**src/sv/sfc_pkg.sv**
```systemverilog
// Shared types, constants and table functions of the scrambled frame codec.
package sfc_pkg;

  localparam int unsigned MAX_FRAME_BYTES = 32;

  localparam logic [15:0] CRC_INIT = 16'hB5D2;
  localparam logic [15:0] CRC_POLY = 16'h1021;
  localparam logic [7:0]  PREAMBLE = 8'h55;
  localparam logic [4:0]  FOLD_MAX = 5'd27;

  localparam logic [2:0]  ALEN_MIN   = 3'd3;
  localparam logic [2:0]  ALEN_MAX   = 3'd5;
  localparam logic [2:0]  ALEN_RESET = 3'd5;
  localparam logic [39:0] STATION_RESET = 40'hCCCCCCCCCC;

  // Configuration register indexes.
  localparam logic [1:0] REG_ALEN    = 2'd0;
  localparam logic [1:0] REG_CRC_EN  = 2'd1;
  localparam logic [1:0] REG_STATION = 2'd2;
  localparam logic [1:0] REG_DIR     = 2'd3;

  // What the current output transaction of an item carries.
  typedef enum logic [2:0] {
    K_PRE,
    K_ADDR,
    K_PAY,
    K_OVF,
    K_CRC_HI,
    K_CRC_LO
  } step_kind_t;

  typedef struct packed {
    logic [7:0] obyte;
    logic       frame_end;
    logic       overflow;
    logic       crc_feed;
  } step_res_t;

  function automatic logic [7:0] rev8(input logic [7:0] v);
    logic [7:0] r;
    for (int k = 0; k < 8; k++) begin
      r[k] = v[7-k];
    end
    return r;
  endfunction

  function automatic logic [15:0] crc_byte(input logic [15:0] crc, input logic [7:0] b);
    logic [15:0] c;
    c = crc ^ {b, 8'h00};
    for (int k = 0; k < 8; k++) begin
      c = c[15] ? ({c[14:0], 1'b0} ^ CRC_POLY) : {c[14:0], 1'b0};
    end
    return c;
  endfunction

  function automatic logic [2:0] eff_alen(input logic [2:0] al);
    logic [2:0] r;
    if (al < ALEN_MIN) begin
      r = ALEN_MIN;
    end else if (al > ALEN_MAX) begin
      r = ALEN_MAX;
    end else begin
      r = al;
    end
    return r;
  endfunction

  // Largest payload byte count of a frame for a given (clamped) address length.
  function automatic logic [4:0] frame_limit(input logic [2:0] al);
    logic [5:0] hl;
    logic [5:0] lim_a;
    logic [5:0] lim_b;
    hl    = {3'b000, al} + ((al == ALEN_MIN) ? 6'd1 : 6'd0);
    lim_a = 6'd30 - {3'b000, al};
    lim_b = 6'(MAX_FRAME_BYTES) - hl - 6'd2;
    return (lim_b < lim_a) ? lim_b[4:0] : lim_a[4:0];
  endfunction

  function automatic logic [7:0] whiten(input logic [5:0] idx);
    logic [7:0] w;
    case (idx)
      6'd0:  w = 8'he3;  6'd1:  w = 8'hb1;  6'd2:  w = 8'h4b;  6'd3:  w = 8'hea;
      6'd4:  w = 8'h85;  6'd5:  w = 8'hbc;  6'd6:  w = 8'he5;  6'd7:  w = 8'h66;
      6'd8:  w = 8'h0d;  6'd9:  w = 8'hae;  6'd10: w = 8'h8c;  6'd11: w = 8'h88;
      6'd12: w = 8'h12;  6'd13: w = 8'h69;  6'd14: w = 8'hee;  6'd15: w = 8'h1f;
      6'd16: w = 8'hc7;  6'd17: w = 8'h62;  6'd18: w = 8'h97;  6'd19: w = 8'hd5;
      6'd20: w = 8'h0b;  6'd21: w = 8'h79;  6'd22: w = 8'hca;  6'd23: w = 8'hcc;
      6'd24: w = 8'h1b;  6'd25: w = 8'h5d;  6'd26: w = 8'h19;  6'd27: w = 8'h10;
      6'd28: w = 8'h24;  6'd29: w = 8'hd3;  6'd30: w = 8'hdc;  6'd31: w = 8'h3f;
      6'd32: w = 8'h8e;  6'd33: w = 8'hc5;  6'd34: w = 8'h2f;
      default: w = 8'h00;
    endcase
    return w;
  endfunction

  function automatic logic [15:0] fold(input logic [4:0] idx);
    logic [15:0] f;
    case (idx)
      5'd0:  f = 16'h0000;  5'd1:  f = 16'h3448;  5'd2:  f = 16'h9BA7;
      5'd3:  f = 16'h8BBB;  5'd4:  f = 16'h85E1;  5'd5:  f = 16'h3E8C;
      5'd6:  f = 16'h451E;  5'd7:  f = 16'h18E6;  5'd8:  f = 16'h6B24;
      5'd9:  f = 16'hE7AB;  5'd10: f = 16'h3828;  5'd11: f = 16'h8148;
      5'd12: f = 16'hD461;  5'd13: f = 16'hF494;  5'd14: f = 16'h2503;
      5'd15: f = 16'h691D;  5'd16: f = 16'hFE8B;  5'd17: f = 16'h9BA7;
      5'd18: f = 16'h8B17;  5'd19: f = 16'h2920;  5'd20: f = 16'h8B5F;
      5'd21: f = 16'h61B1;  5'd22: f = 16'hD391;  5'd23: f = 16'h7401;
      5'd24: f = 16'h2138;  5'd25: f = 16'h129F;  5'd26: f = 16'hB3A0;
      5'd27: f = 16'h2988;
      default: f = 16'h0000;
    endcase
    return f;
  endfunction

endpackage

```
**src/sv/sfc_byte_gen.sv**
```systemverilog
// Forms the output byte and its flags for one step of the current item.
module sfc_byte_gen (
  input  sfc_pkg::step_kind_t kind,
  input  logic [2:0]          addr_idx,
  input  logic [2:0]          alen,
  input  logic [4:0]          pos,
  input  logic [15:0]         crc,
  input  logic [7:0]          data,
  input  logic                last,
  input  logic                tx,
  input  logic                crc_en,
  input  logic [39:0]         station,
  output sfc_pkg::step_res_t  res
);
  import sfc_pkg::*;

  logic [2:0]  sel;
  logic [5:0]  widx;
  logic [7:0]  wbyte;
  logic [5:0]  fidx_w;
  logic [4:0]  fidx;
  logic [15:0] fval;

  // Address bytes go out from the highest down to byte 0.
  assign sel    = alen - 3'd1 - addr_idx;
  assign widx   = {3'b000, alen} + {1'b0, pos};
  assign wbyte  = whiten(widx);
  assign fidx_w = {3'b000, alen} - 6'd3 + {1'b0, pos};
  assign fidx   = (fidx_w > {1'b0, FOLD_MAX}) ? FOLD_MAX : fidx_w[4:0];
  assign fval   = crc ^ fold(fidx);

  always_comb begin
    res = '0;
    case (kind)
      K_PRE: begin
        res.obyte = PREAMBLE;
      end
      K_ADDR: begin
        res.obyte    = station[{sel, 3'b000} +: 8] ^ whiten({3'b000, addr_idx});
        res.crc_feed = 1'b1;
      end
      K_PAY: begin
        if (tx) begin
          res.obyte     = rev8(data) ^ wbyte;
          res.crc_feed  = 1'b1;
          res.frame_end = last & ~crc_en;
        end else begin
          res.obyte     = rev8(data) ^ rev8(wbyte);
          res.frame_end = last;
        end
      end
      K_OVF: begin
        res.overflow  = 1'b1;
        res.frame_end = last & ~(tx & crc_en);
      end
      K_CRC_HI: begin
        res.obyte = fval[15:8];
      end
      K_CRC_LO: begin
        res.obyte     = fval[7:0];
        res.frame_end = 1'b1;
      end
      default: begin
        res = '0;
      end
    endcase
  end

endmodule

```
**src/sv/scrambled_rf_frame_codec_core.sv**
```systemverilog
// Top level of the scrambled frame codec: item register, step sequencer, output register.
//
// Input channel in_*: one payload byte per transaction, in_tlast on the frame's final byte.
// Output channel out_*: one frame byte per transaction. out_tlast marks the last byte of the
// frame, out_tuser[0] the last byte caused by an input transaction, out_tuser[1] a dropped
// byte (its data reads zero).
// Configuration cfg_*: always ready; write only while no frame byte is in flight.
// In transmit mode the first payload byte of a frame expands into the optional preamble
// and the address bytes, and the final byte into payload plus, with CRC enabled, two CRC
// bytes, so one input transaction yields one to eight output transactions, one per cycle
// while the receiver is ready. Plain payload bytes and all receive-mode bytes stream at one
// transaction per cycle while the receiver is ready. From input acceptance a byte passes
// the item register, then the step logic writes the output register. The CRC advances by
// one byte per address or transmit payload step.
// A stalled receiver holds the output register; the item register then fills and in_tready
// drops. Reset empties both registers, restores the register defaults and starts a frame.
module scrambled_rf_frame_codec_core (
  input  logic        clk,
  input  logic        rst_n,
  input  logic        in_tvalid,
  output logic        in_tready,
  input  logic [7:0]  in_tdata,   // [7:0] data_byte
  input  logic        in_tlast,   // last_byte
  output logic        out_tvalid,
  input  logic        out_tready,
  output logic [7:0]  out_tdata,  // [7:0] out_byte
  output logic        out_tlast,  // frame_end
  output logic [1:0]  out_tuser,  // [0] run_last, [1] overflow
  input  logic        cfg_valid,
  output logic        cfg_ready,
  input  logic [1:0]  cfg_index,
  input  logic [39:0] cfg_data
);
  import sfc_pkg::*;

  logic [2:0]  alen_r;
  logic        crc_en_r;
  logic [39:0] station_r;
  logic        dir_r;

  logic [4:0]  pos_r;
  logic [15:0] crc_r;

  logic        item_v_r;
  logic [7:0]  data_r;
  logic        last_r;
  logic        started_r;
  step_kind_t  kind_r;
  step_kind_t  kind_nxt;
  logic [2:0]  addr_i_r;
  logic [2:0]  addr_i_nxt;

  logic        out_valid_r;
  logic [7:0]  out_byte_r;
  logic        out_fend_r;
  logic        out_rlast_r;
  logic        out_ovf_r;

  logic [2:0]  alen;
  logic [4:0]  lim;
  logic        tx;
  logic        crc_tail;
  step_kind_t  first_kind;
  step_kind_t  cur_kind;
  logic [2:0]  cur_i;
  logic        final_step;
  logic        out_free;
  logic        step_go;
  logic        in_acc;
  step_res_t   res;

  assign alen     = eff_alen(alen_r);
  assign lim      = frame_limit(alen);
  assign tx       = ~dir_r;
  assign crc_tail = tx & last_r & crc_en_r;

  assign out_free  = ~out_valid_r | out_tready;
  assign step_go   = item_v_r & out_free;
  assign in_tready = ~item_v_r | (out_free & final_step);
  assign in_acc    = in_tvalid & in_tready;
  assign cfg_ready = 1'b1;

  always_ff @(posedge clk) begin
    if (!rst_n) begin
      alen_r    <= ALEN_RESET;
      crc_en_r  <= 1'b1;
      station_r <= STATION_RESET;
      dir_r     <= 1'b0;
    end else if (cfg_valid) begin
      case (cfg_index)
        REG_ALEN:    alen_r    <= cfg_data[2:0];
        REG_CRC_EN:  crc_en_r  <= cfg_data[0];
        REG_STATION: station_r <= cfg_data;
        REG_DIR:     dir_r     <= cfg_data[0];
        default:     ;
      endcase
    end
  end

  // The first step of a held item is decided from the frame position it starts at.
  always_comb begin
    if (pos_r >= lim) begin
      first_kind = K_OVF;
    end else if (tx && pos_r == 5'd0) begin
      first_kind = (alen == ALEN_MIN) ? K_PRE : K_ADDR;
    end else begin
      first_kind = K_PAY;
    end
    cur_kind = started_r ? kind_r : first_kind;
    cur_i    = started_r ? addr_i_r : 3'd0;
  end

  // Next-state logic of the step sequencer.
  always_comb begin
    kind_nxt   = cur_kind;
    addr_i_nxt = cur_i;
    final_step = 1'b0;
    case (cur_kind)
      K_PRE: begin
        kind_nxt   = K_ADDR;
        addr_i_nxt = 3'd0;
      end
      K_ADDR: begin
        if (cur_i == alen - 3'd1) begin
          kind_nxt = K_PAY;
        end else begin
          addr_i_nxt = cur_i + 3'd1;
        end
      end
      K_PAY, K_OVF: begin
        kind_nxt   = K_CRC_HI;
        final_step = ~crc_tail;
      end
      K_CRC_HI: begin
        kind_nxt = K_CRC_LO;
      end
      K_CRC_LO: begin
        final_step = 1'b1;
      end
      default: begin
        final_step = 1'b1;
      end
    endcase
  end

  sfc_byte_gen u_byte_gen (
    .kind     (cur_kind),
    .addr_idx (cur_i),
    .alen     (alen),
    .pos      (pos_r),
    .crc      (crc_r),
    .data     (data_r),
    .last     (last_r),
    .tx       (tx),
    .crc_en   (crc_en_r),
    .station  (station_r),
    .res      (res)
  );

  always_ff @(posedge clk) begin
    if (!rst_n) begin
      item_v_r  <= 1'b0;
      started_r <= 1'b0;
      kind_r    <= K_PAY;
      addr_i_r  <= 3'd0;
    end else begin
      if (in_acc) begin
        item_v_r  <= 1'b1;
        started_r <= 1'b0;
      end else if (step_go) begin
        if (final_step) begin
          item_v_r  <= 1'b0;
          started_r <= 1'b0;
        end else begin
          started_r <= 1'b1;
          kind_r    <= kind_nxt;
          addr_i_r  <= addr_i_nxt;
        end
      end
    end
  end

  always_ff @(posedge clk) begin
    if (in_acc) begin
      data_r <= in_tdata;
      last_r <= in_tlast;
    end
  end

  // Frame position and CRC; both return to their start values after the frame's last byte.
  always_ff @(posedge clk) begin
    if (!rst_n) begin
      pos_r <= 5'd0;
      crc_r <= CRC_INIT;
    end else if (step_go) begin
      if (final_step && last_r) begin
        pos_r <= 5'd0;
        crc_r <= CRC_INIT;
      end else begin
        if (cur_kind == K_PAY) begin
          pos_r <= pos_r + 5'd1;
        end
        if (res.crc_feed) begin
          crc_r <= crc_byte(crc_r, res.obyte);
        end
      end
    end
  end

  always_ff @(posedge clk) begin
    if (!rst_n) begin
      out_valid_r <= 1'b0;
    end else if (out_free) begin
      out_valid_r <= step_go;
    end
  end

  always_ff @(posedge clk) begin
    if (step_go) begin
      out_byte_r  <= res.obyte;
      out_fend_r  <= res.frame_end;
      out_ovf_r   <= res.overflow;
      out_rlast_r <= final_step;
    end
  end

  assign out_tvalid = out_valid_r;
  assign out_tdata  = out_byte_r;
  assign out_tlast  = out_fend_r;
  assign out_tuser  = {out_ovf_r, out_rlast_r};

endmodule

```
**config.mk**
```make
export PLATFORM = sky130hd
export DESIGN_NAME = scrambled_rf_frame_codec_core
export DESIGN_NICKNAME = d
export VERILOG_FILES = /design/src/sv/sfc_pkg.sv /design/src/sv/sfc_byte_gen.sv /design/src/sv/scrambled_rf_frame_codec_core.sv
export SDC_FILE = /design/constraint.sdc
export NUM_CORES = 1
export LEC_CHECK = 0
export BUFFER_PORTS_ARGS = -buffer_cell sky130_fd_sc_hd__clkbuf_2
export CAP_MARGIN = 20
export CORE_MARGIN = 2
export CORE_UTILIZATION = 60
export DETAILED_ROUTE_END_ITERATION = 8
export GPL_TIMING_DRIVEN = 1
export PLACE_DENSITY = 0.86
export SYNTH_ARGS = -nofsm -noshare
export SYNTH_HDL_FRONTEND = slang
export SYNTH_SLANG_ARGS = --single-unit
```
**constraint.sdc**
```tcl
create_clock -name clk -period 18.4 [get_ports clk]
set_input_delay 1.84 -clock clk [delete_from_list [all_inputs] [get_ports clk]]
set_output_delay 1.84 -clock clk [all_outputs]
set_load 0.1 [all_outputs]
```
# After elaboration in Yosys (flattened, before gate mapping)
# Memory sizes are Yosys's and may differ from the RTL's.
# Index checks and enable logic that the tools add are counted.
# word_totals
regBits	95
rom_bits	1088
inputBits	56
out_inout_bits	14
memories	3
# classes
n_addsub	11
order_cmp	5
n_eq_ne	10
shift	1
n_mux	38
bitwise	32
n_reduce_logical	20
# memory_table
memory	words	width	rd	rd_clocked_by_memory_dff	wr	line	text
(no name shown)	32	16	1	0	0	sfc_pkg.sv:98	case (idx)
(no name shown)	64	8	1	0	0	sfc_pkg.sv:81	case (idx)
(no name shown)	8	8	1	0	0	sfc_pkg.sv:81	
# op_table
cell	count
13-bit 2-to-1 mux	8
8-bit case mux with 5 select lines	1
40-bit by 7-bit indexed part select with 8-bit output	1
16-bit 2-to-1 mux	2
16-bit bitwise XOR	2
3-bit NOT	8
8-bit bitwise XOR	3
5-bit 2-to-1 mux	4
3-bit 2-to-1 mux	6
2-bit AND reduction	7
3-bit case mux with 4 select lines	1
3-bit by 2-bit == test with 1-bit output (second input constant)	3
9-bit 2-to-1 mux	1
1-bit NOT	9
1-bit AND	8
1-bit 2-to-1 mux	8
8-bit 2-to-1 mux	1
2-bit nonzero test	4
3-bit by 5-bit adder with 6-bit output	1
6-bit by 5-bit adder with 6-bit output	1
3-bit == test (second input constant)	2
6-bit by 5-bit greater-than comparator with 1-bit output (second input constant)	1
6-bit less-than comparator	1
3-bit case mux with 2 select lines	1
27 further kinds	33

# Depth between registers and ports, before layout
# Gate-level depths: netlist (run 1).
# depth
depth_word	36
depth_mapped	31

# By module
# A second synthesis (run 1) with hierarchy kept.
# unflattened
hier_cells	1003
hier_area_um2	8066.5
# modules_own_cells
mod	n_inst	cells_per_inst	area_each_um2	seq_area_each_um2
scrambled_rf_frame_codec_core	1	461	4336.7	2102.0
sfc_byte_gen	1	542	3729.8	0.0

# Worst setup path before layout (run 1)
# No wires, ideal clock.
# synth_path
path_type	register -> output
from	reg alen_r[2]
to	out in_tready
t_arrival_ns	5.146
setup_slack_ns	11.414
stages_incl_launch_ff	26
path_buffers	1
cell_sequence	dfxtp_1 buf_2 inv_1 or3_1 ha_1 ha_1 inv_1 ha_1 ha_1 inv_1 fa_1 inv_1 ha_1 ha_1 o21ai_0 a21oi_1 nor2_1 a21oi_1 ha_1 nand2b_1 a211oi_1 o31ai_1 o21a_1 a21o_1 nand2_1 nand2_1
# synth_between
elab_chain_len	18
# synth_lines
item	line	text
start, declared	scrambled_rf_frame_codec_core.sv:36	logic [2:0] alen_r;
start signal, assigned	scrambled_rf_frame_codec_core.sv:91	REG_ALEN: alen_r <= cfg_data[2:0];
3-bit greater-than comparator	sfc_pkg.sv:60	end else if (al > ALEN_MAX) begin
3-bit 2-to-1 mux	sfc_pkg.sv:60	
3-bit 2-to-1 mux (*)	sfc_pkg.sv:58	if (al < ALEN_MIN) begin
3-bit by 2-bit == test with 1-bit output	sfc_pkg.sv:73, scrambled_rf_frame_codec_core.sv:105	
1-bit 2-to-1 mux	sfc_pkg.sv:73	hl = {3'b000, al} + ((al == ALEN_MIN) ? 6'd1 : 6'd0);
3-bit by 1-bit adder with 4-bit output	sfc_pkg.sv:73	
6-bit by 4-bit subtractor with 6-bit output	sfc_pkg.sv:75	lim_b = 6'(MAX_FRAME_BYTES) - hl - 6'd2;
6-bit by 2-bit subtractor with 6-bit output	sfc_pkg.sv:75	
[3 not listed]	n/a	
2-bit 2-to-1 mux (*)	scrambled_rf_frame_codec_core.sv:102	if (pos_r >= lim) begin
3-bit 2-to-1 mux (*)	scrambled_rf_frame_codec_core.sv:109	cur_kind = started_r ? kind_r : first_kind;
3-bit by 1-bit == test with 1-bit output, or another cell as far along	scrambled_rf_frame_codec_core.sv:118	case (cur_kind)
3-bit OR reduction (no line) or 2-bit OR reduction (tied branches)	n/a	
1-bit case mux with 2 select lines (*)	scrambled_rf_frame_codec_core.sv:118	
via final_step	scrambled_rf_frame_codec_core.sv:66	logic final_step;
1-bit AND (*)	scrambled_rf_frame_codec_core.sv:79	assign in_tready = ~item_v_r | (out_free & final_step);
1-bit OR (*)	scrambled_rf_frame_codec_core.sv:79	
end, declared	scrambled_rf_frame_codec_core.sv:21	output logic in_tready,
# The timed path passes the listed nets; every way through them passes the cells marked *.

# Worst setup path in the final report (run 1)
# Same ends and word-level chain as after synthesis.

==> results.cfg, run 1 <==
[power]
power_w = 0.0006982
vdd_ir_drop_max_mv = 0.07640
p_per_area_nw_per_um2 = 83.77
power.leakage_nw = 3.556

[cts]
clock_latency_ps = 360
clockBufferDepth = 2
cts_resized = 0
cts_made_buffers = 9
root_buffer = clkbuf_16
numClockSinks = 95
cts.clk_slew.worst_paths_ps = 70
post_cts_buffers = 0
cts_max_level = 3
cts_tree = yes
cts_hold_buf = 0

[detailed_routing]
drc = 0
wire_per_inst_um = 17.56
dr.first_iter.drc_count = 827
drtPass1Iterations = 7
viasPerCell = 6.337
vias = 7326
detail_route.wirelength_um = 20300
drtAntennaViolNets = 0

[placement]
dp.final_hpwl_um = 14860
io_buffers = 68
placed_area_um2 = 8050
gp_congestion = 0.9504

[timing]
rsz0062_at_grt = no
setup_viol = 0
fin_worst_skew_ps = 13.32
fmax_ghz = 0.1263
tightest_slew_ps = 1068
slew_viol_final = 0
max_slew_margin_pct = 28.56
period_share_pct = 43.04
fin_crit_ps = 7919
setup_tns_ps = 0
hold_violations = 0
holdWs_ps = 462.3

[logic_synthesis]
yosysWarnings = 0
yosys.area.top_type_share_pct = 19.58
synthCells = 946
syn_nets = 1060
ys_types = 74
syn_avg_cell_area_um2 = 8.108
synth_ff_type = dfxtp_1
async_flop_share_pct = 0
synth_area_leaders = dfxtp_1 (20%), ha_1 (8.8%), edfxtp_1 (7.8%), nand2_1 (7.8%), xnor2_1 (3.7%)
ys_ff_latch = 95
netlist_area_um2 = 7670
ys_seq_area_share_pct = 27.41
synth_edf_count = 20
post-synth-top-area-cell = dfxtp_1

[global_routing]
antenna_found_initial = 0
overflow = 0
grt_pass1_wl_um = 33470
grt_max_degree = 69
grt_use_total_pct = 30.84
grt_pass1_vias = 6720

[worst_hold_path]
hp-class = flop to flop
hold_end = station_r[35]$_SDFFE_PN1P_
worstHoldPathCells = 2
worstHoldStart = station_r[35]$_SDFFE_PN1P_

[critical_path]
worst_setup_path_end_kind = output pin
rrSetupSlack_ps = 11240
reg2reg_from = alen_r[2]$_SDFFE_PN1P_
regToRegEndpoint = crc_r[8]$_SDFFE_PN1P_
cp.arrival_ps = 6080
worstPathRequired_ps = 16560
critPathKind = flop to output pin
rr_worst_depth = 29
cp-start-kind = flop
cp_max_fo = 14

[final_layout]
postLayoutCellArea_um2 = 8334
fillers = 1072
syn2layout_area_growth_pct = 8.662
register_area_um2 = 2102
multi_input_area_um2 = 5194
layout-drive-gt1-share_pct = 12.20
antenna_cells = 0
nNetsFinal = 1093

[floorplanning]
die_h_um = 117.1
fp.dieW_um = 117.1
ioPinCount = 70
core_um2 = 12570
die_area_um2 = 13700
rows = 41
start_util_pct = 61.03

[run_status]
outcome = completed

[job]
maxCapViolations = 0
-- per-stage QoR --
stage	worst slack (ps)	cells	utilization (%)
2_1_floorplan	11410	946	-
3_3_place_gp	11050	1140	64.05
3_5_place_dp	10930	1140	64.05
4_1_cts	10520	1156	66.31
5_1_grt	10020	1156	66.31
6_report	10480	1156	66.31
-- cell type report --
type                            count  share of cell area, %
Clock inverter                      6                 0.6606
Multi-Input combinational cell    759                  62.32
Clock buffer                       10                  2.747
Tap cell                          172                  2.582
Sequential cell                    95                  25.22
Inverter                           39                  1.756
Timing Repair Buffer               75                  4.714
-- where the power goes --
group	internal [W]	leakage, nW	switching (W)
clock network	0.0000952	0.142	0.0000883
registers	0.000234	0.803	0.0000178
logic	0.000101	2.61	0.000162
-- cell usage in the layout (no fill, tap or decap), types with 20 or more instances in the layout --
cell type,netlist,final
nand2_1,159,159
dfxtp_1,75,75
clkbuf_2,0,68
nor2_1,55,54
ha_1,54,54
a21oi_1,46,46
nand3_1,44,44
o21ai_0,43,43
inv_1,37,37
xnor2_1,32,32
a21boi_0,24,24
xor2_1,24,24
mux2i_1,21,21
edfxtp_1,20,20
-- synthesized netlist by cell type, types with 5 or more instances --
master	number
nand2_1	159
dfxtp_1	75
nor2_1	55
ha_1	54
a21oi_1	46
nand3_1	44
o21ai_0	43
inv_1	37
clkbuf_1	36
xnor2_1	32
a21boi_0	24
xor2_1	24
mux2i_1	21
edfxtp_1	20
a211oi_1	15
nor3_1	15
nor2b_1	13
a21o_1	12
o211ai_1	12
and2_1	11
buf_2	10
o21a_1	10
or3_1	10
a22oi_1	9
and3_1	9
mux4_2	8
a221oi_1	7
nand2b_1	7
o211a_1	7
o221ai_1	7
o22a_1	7
o22ai_1	7
o31ai_1	7
mux2_2	6
o21ai_1	6
a41oi_1	5
-- worst max path at each step --
stage           endpoint                    from  slack [ps]  cells past startpoint
5_1_grt        in_tready  alen_r[2]$_SDFFE_PN1P_       10020                     24
4_1_cts        in_tready  alen_r[2]$_SDFFE_PN1P_       10520                     24
3_5_place_dp   in_tready  alen_r[2]$_SDFFE_PN1P_       10930                     24
3_3_place_gp   in_tready  alen_r[2]$_SDFFE_PN1P_       11050                     24
2_1_floorplan  in_tready  alen_r[2]$_SDFFE_PN1P_       11410                     25
6_report       in_tready  alen_r[2]$_SDFFE_PN1P_       10480                     24
-- metal layers --
layer  global-route usage, %  vias to the layer above  wire, um
li1                        -                     3475         -
met5                       0                        -         0
met3                   5.870                       63      1765
met4                   11.45                        0       668
met1                   41.48                     3389      8532
met2                   49.56                      399      9330
-- kinds of logic after synthesis --
| family | after synthesis | synth area share [%] |
|---|---|---|
| xor+xnor | 59 | 7.113 |
| mux | 36 | 6.166 |
| buf+inv | 92 | 4.910 |
| fa+ha+maj | 58 | 9.853 |
| flops | 95 | 27.41 |
| simple gates | 341 | 20.08 |
| other cells | 1 | 0.04889 |
| compound gates | 264 | 24.42 |
-- sequential cells by signal, summed over array words and instances (netlist names), 3 cells and up --
signal	cells
addr_i_r	3
alen_r	3
out_tdata	8
kind_r	3
data_r	8
station_r	40
pos_r	5
crc_r	16
-- critical path: stages, from the launching register on --
cell and delay [ps]:
dfxtp_1 640, inv_1 180, or3_1 500, ha_1 250, ha_1 210, inv_1 60, ha_1 140, ha_1 160
inv_1 50, fa_1 360, inv_1 60, ha_1 230, ha_1 280, o21ai_0 70, a21oi_1 420, a21oi_1 140
ha_1 290, nand2b_1 90, a211oi_1 80, o31ai_1 360, o21a_1 270, a21o_1 240, nand2_1 100, nand2_1 90
clkbuf_2 450
Power figures use the tool's default switching activity.
==> run 2, diff against run 1 <==
Clock period 18.4 ns to 7.8 ns, I/O delays scaled along.
==> results.cfg, run 2 (synthesized netlist as in run 1, its figures left out) <==
[floorplanning]
ioPinCount = 70
fp.dieW_um = 117.1
die_h_um = 117.1
rows = 41
start_util_pct = 61.03
die_area_um2 = 13700
core_um2 = 12570

[cts]
root_buffer = clkbuf_16
cts_made_buffers = 9
clock_latency_ps = 350
cts.clk_slew.worst_paths_ps = 80
numClockSinks = 95
clockBufferDepth = 2
cts_resized = 0
cts_tree = yes
cts_hold_buf = 0
cts_max_level = 3
post_cts_buffers = 0

[timing]
setup_tns_ps = 0
rsz0062_at_grt = no
hold_violations = 0
fmax_ghz = 0.1412
setup_viol = 0
period_share_pct = 90.82
slew_viol_final = 0
max_slew_margin_pct = 32.37
tightest_slew_ps = 1014
fin_crit_ps = 7084
fin_worst_skew_ps = 10.43

[critical_path]
crit_slowest_cell = dfxtp_1
max_stage_delay_ps = 660
cp-start-kind = flop
cpMostUsedCell = ha_1
worst_setup_path_end_kind = flop
cp_max_fo = 14
cp.arrival_ps = 7320
worstPathRequired_ps = 8040
critPathKind = flop to flop

[global_routing]
grt_max_degree = 69
antenna_found_initial = 0
overflow = 0
grt_pass1_vias = 6938
grt_pass1_wl_um = 34400
grt_use_total_pct = 31.71

[final_layout]
syn2layout_area_growth_pct = 8.907
largest_reg_flops = 40
reg_top3 = station_r x40, crc_r x16
layout-drive-gt1-share_pct = 12.39
fillers = 1039
regMostFlops = station_r
nNetsFinal = 1094
antenna_cells = 0
final_common_cell = nand2_1
final_cell_mix = nand2_1 (159), dfxtp_1 (75), clkbuf_2 (68), nor2_1 (54), ha_1 (54)
utilization_pct = 66.46

[placement]
dp.final_hpwl_um = 15240
io_buffers = 68
gp_congestion = 0.9796

[power]
p_per_area_nw_per_um2 = 198.9
power.leakage_nw = 3.568
vdd_ir_drop_max_mv = 0.1364

[job]
maxCapViolations = 0

[detailed_routing]
vias = 7392
drtPass1Iterations = 6
viasPerCell = 6.389
dr.first_iter.drc_count = 974
drtAntennaViolNets = 0
wire_per_inst_um = 17.98
drc = 0
detail_route.wirelength_um = 20800

[run_status]
outcome = completed

[worst_hold_path]
hp-class = flop to flop
==> run 2: layer usage <==
layer / global-route usage, % / wire length (um) / share of wire, %
met4: 13.25 / 816 / 3.9
met2: 51.14 / 9460 / 45
met1: 41.60 / 8666 / 42
met5: 0 / 0 / 0
met3: 6.488 / 1856 / 8.9
==> run 2: power breakdown <==
group / leakage [nW] / internal, W / total [W] / switching [W]
sequential: 0.803 / 0.000551 / 0.000595 / 0.0000445
combinational: 2.62 / 0.000240 / 0.000622 / 0.000382
clock: 0.147 / 0.000227 / 0.000444 / 0.000217
==> run 2: area by class of cell <==
cell class | instances | area (um2) | area share [%]
clock buffers | 9 | 225.2 | 2.696
clock inverters | 7 | 70.07 | 0.8388
inverters | 39 | 146.4 | 1.753
multi-input cells | 759 | 5194 | 62.18
flip-flops and latches | 95 | 2102 | 25.16
well taps | 172 | 215.2 | 2.576
repair buffers | 76 | 400.4 | 4.793
==> run 2: worst max-delay path, delay by kind of cell (launching register included) <==
family                     cells  cell delay [ps]
and+or+nand+nor                6             1760
buffers and inverters          4              390
AOI/OAI and AO/OA              8             1770
DFF                            1              660
xor gates and xnor gates       3              550
adders and majority gates      8             1860
==> run 2: per-stage QoR <==
stage / hold WS (ps) / area [um2] / power, W / cells / setup WS, ps
6_report: 463.7 / 8353 / 0.001661 / 1157 / 715.7
5_1_grt: 490.8 / 8353 / 0.001739 / 1157 / 126.8
4_1_cts: 466.7 / 8353 / 0.001648 / 1157 / 798.3
3_5_place_dp: 455.9 / 8058 / 0.001205 / 1141 / 820.9
3_3_place_gp: 439.8 / 8058 / 0.001193 / 1141 / 1079
2_1_floorplan: 432.1 / 7670 / 0.001069 / 946 / 1645
==> run 2: final timing paths <==
check                           cells after the start  slack (ps)                  startpoint                          to
worst max-delay path                               29         720      alen_r[2]$_SDFFE_PN1P_      crc_r[13]$_SDFFE_PN1P_
worst min-delay path                                2         460  station_r[12]$_SDFFE_PN0P_  station_r[12]$_SDFFE_PN0P_
worst max register to register                     29         720      alen_r[2]$_SDFFE_PN1P_      crc_r[13]$_SDFFE_PN1P_
worst min register to register                      2         460  station_r[12]$_SDFFE_PN0P_  station_r[12]$_SDFFE_PN0P_
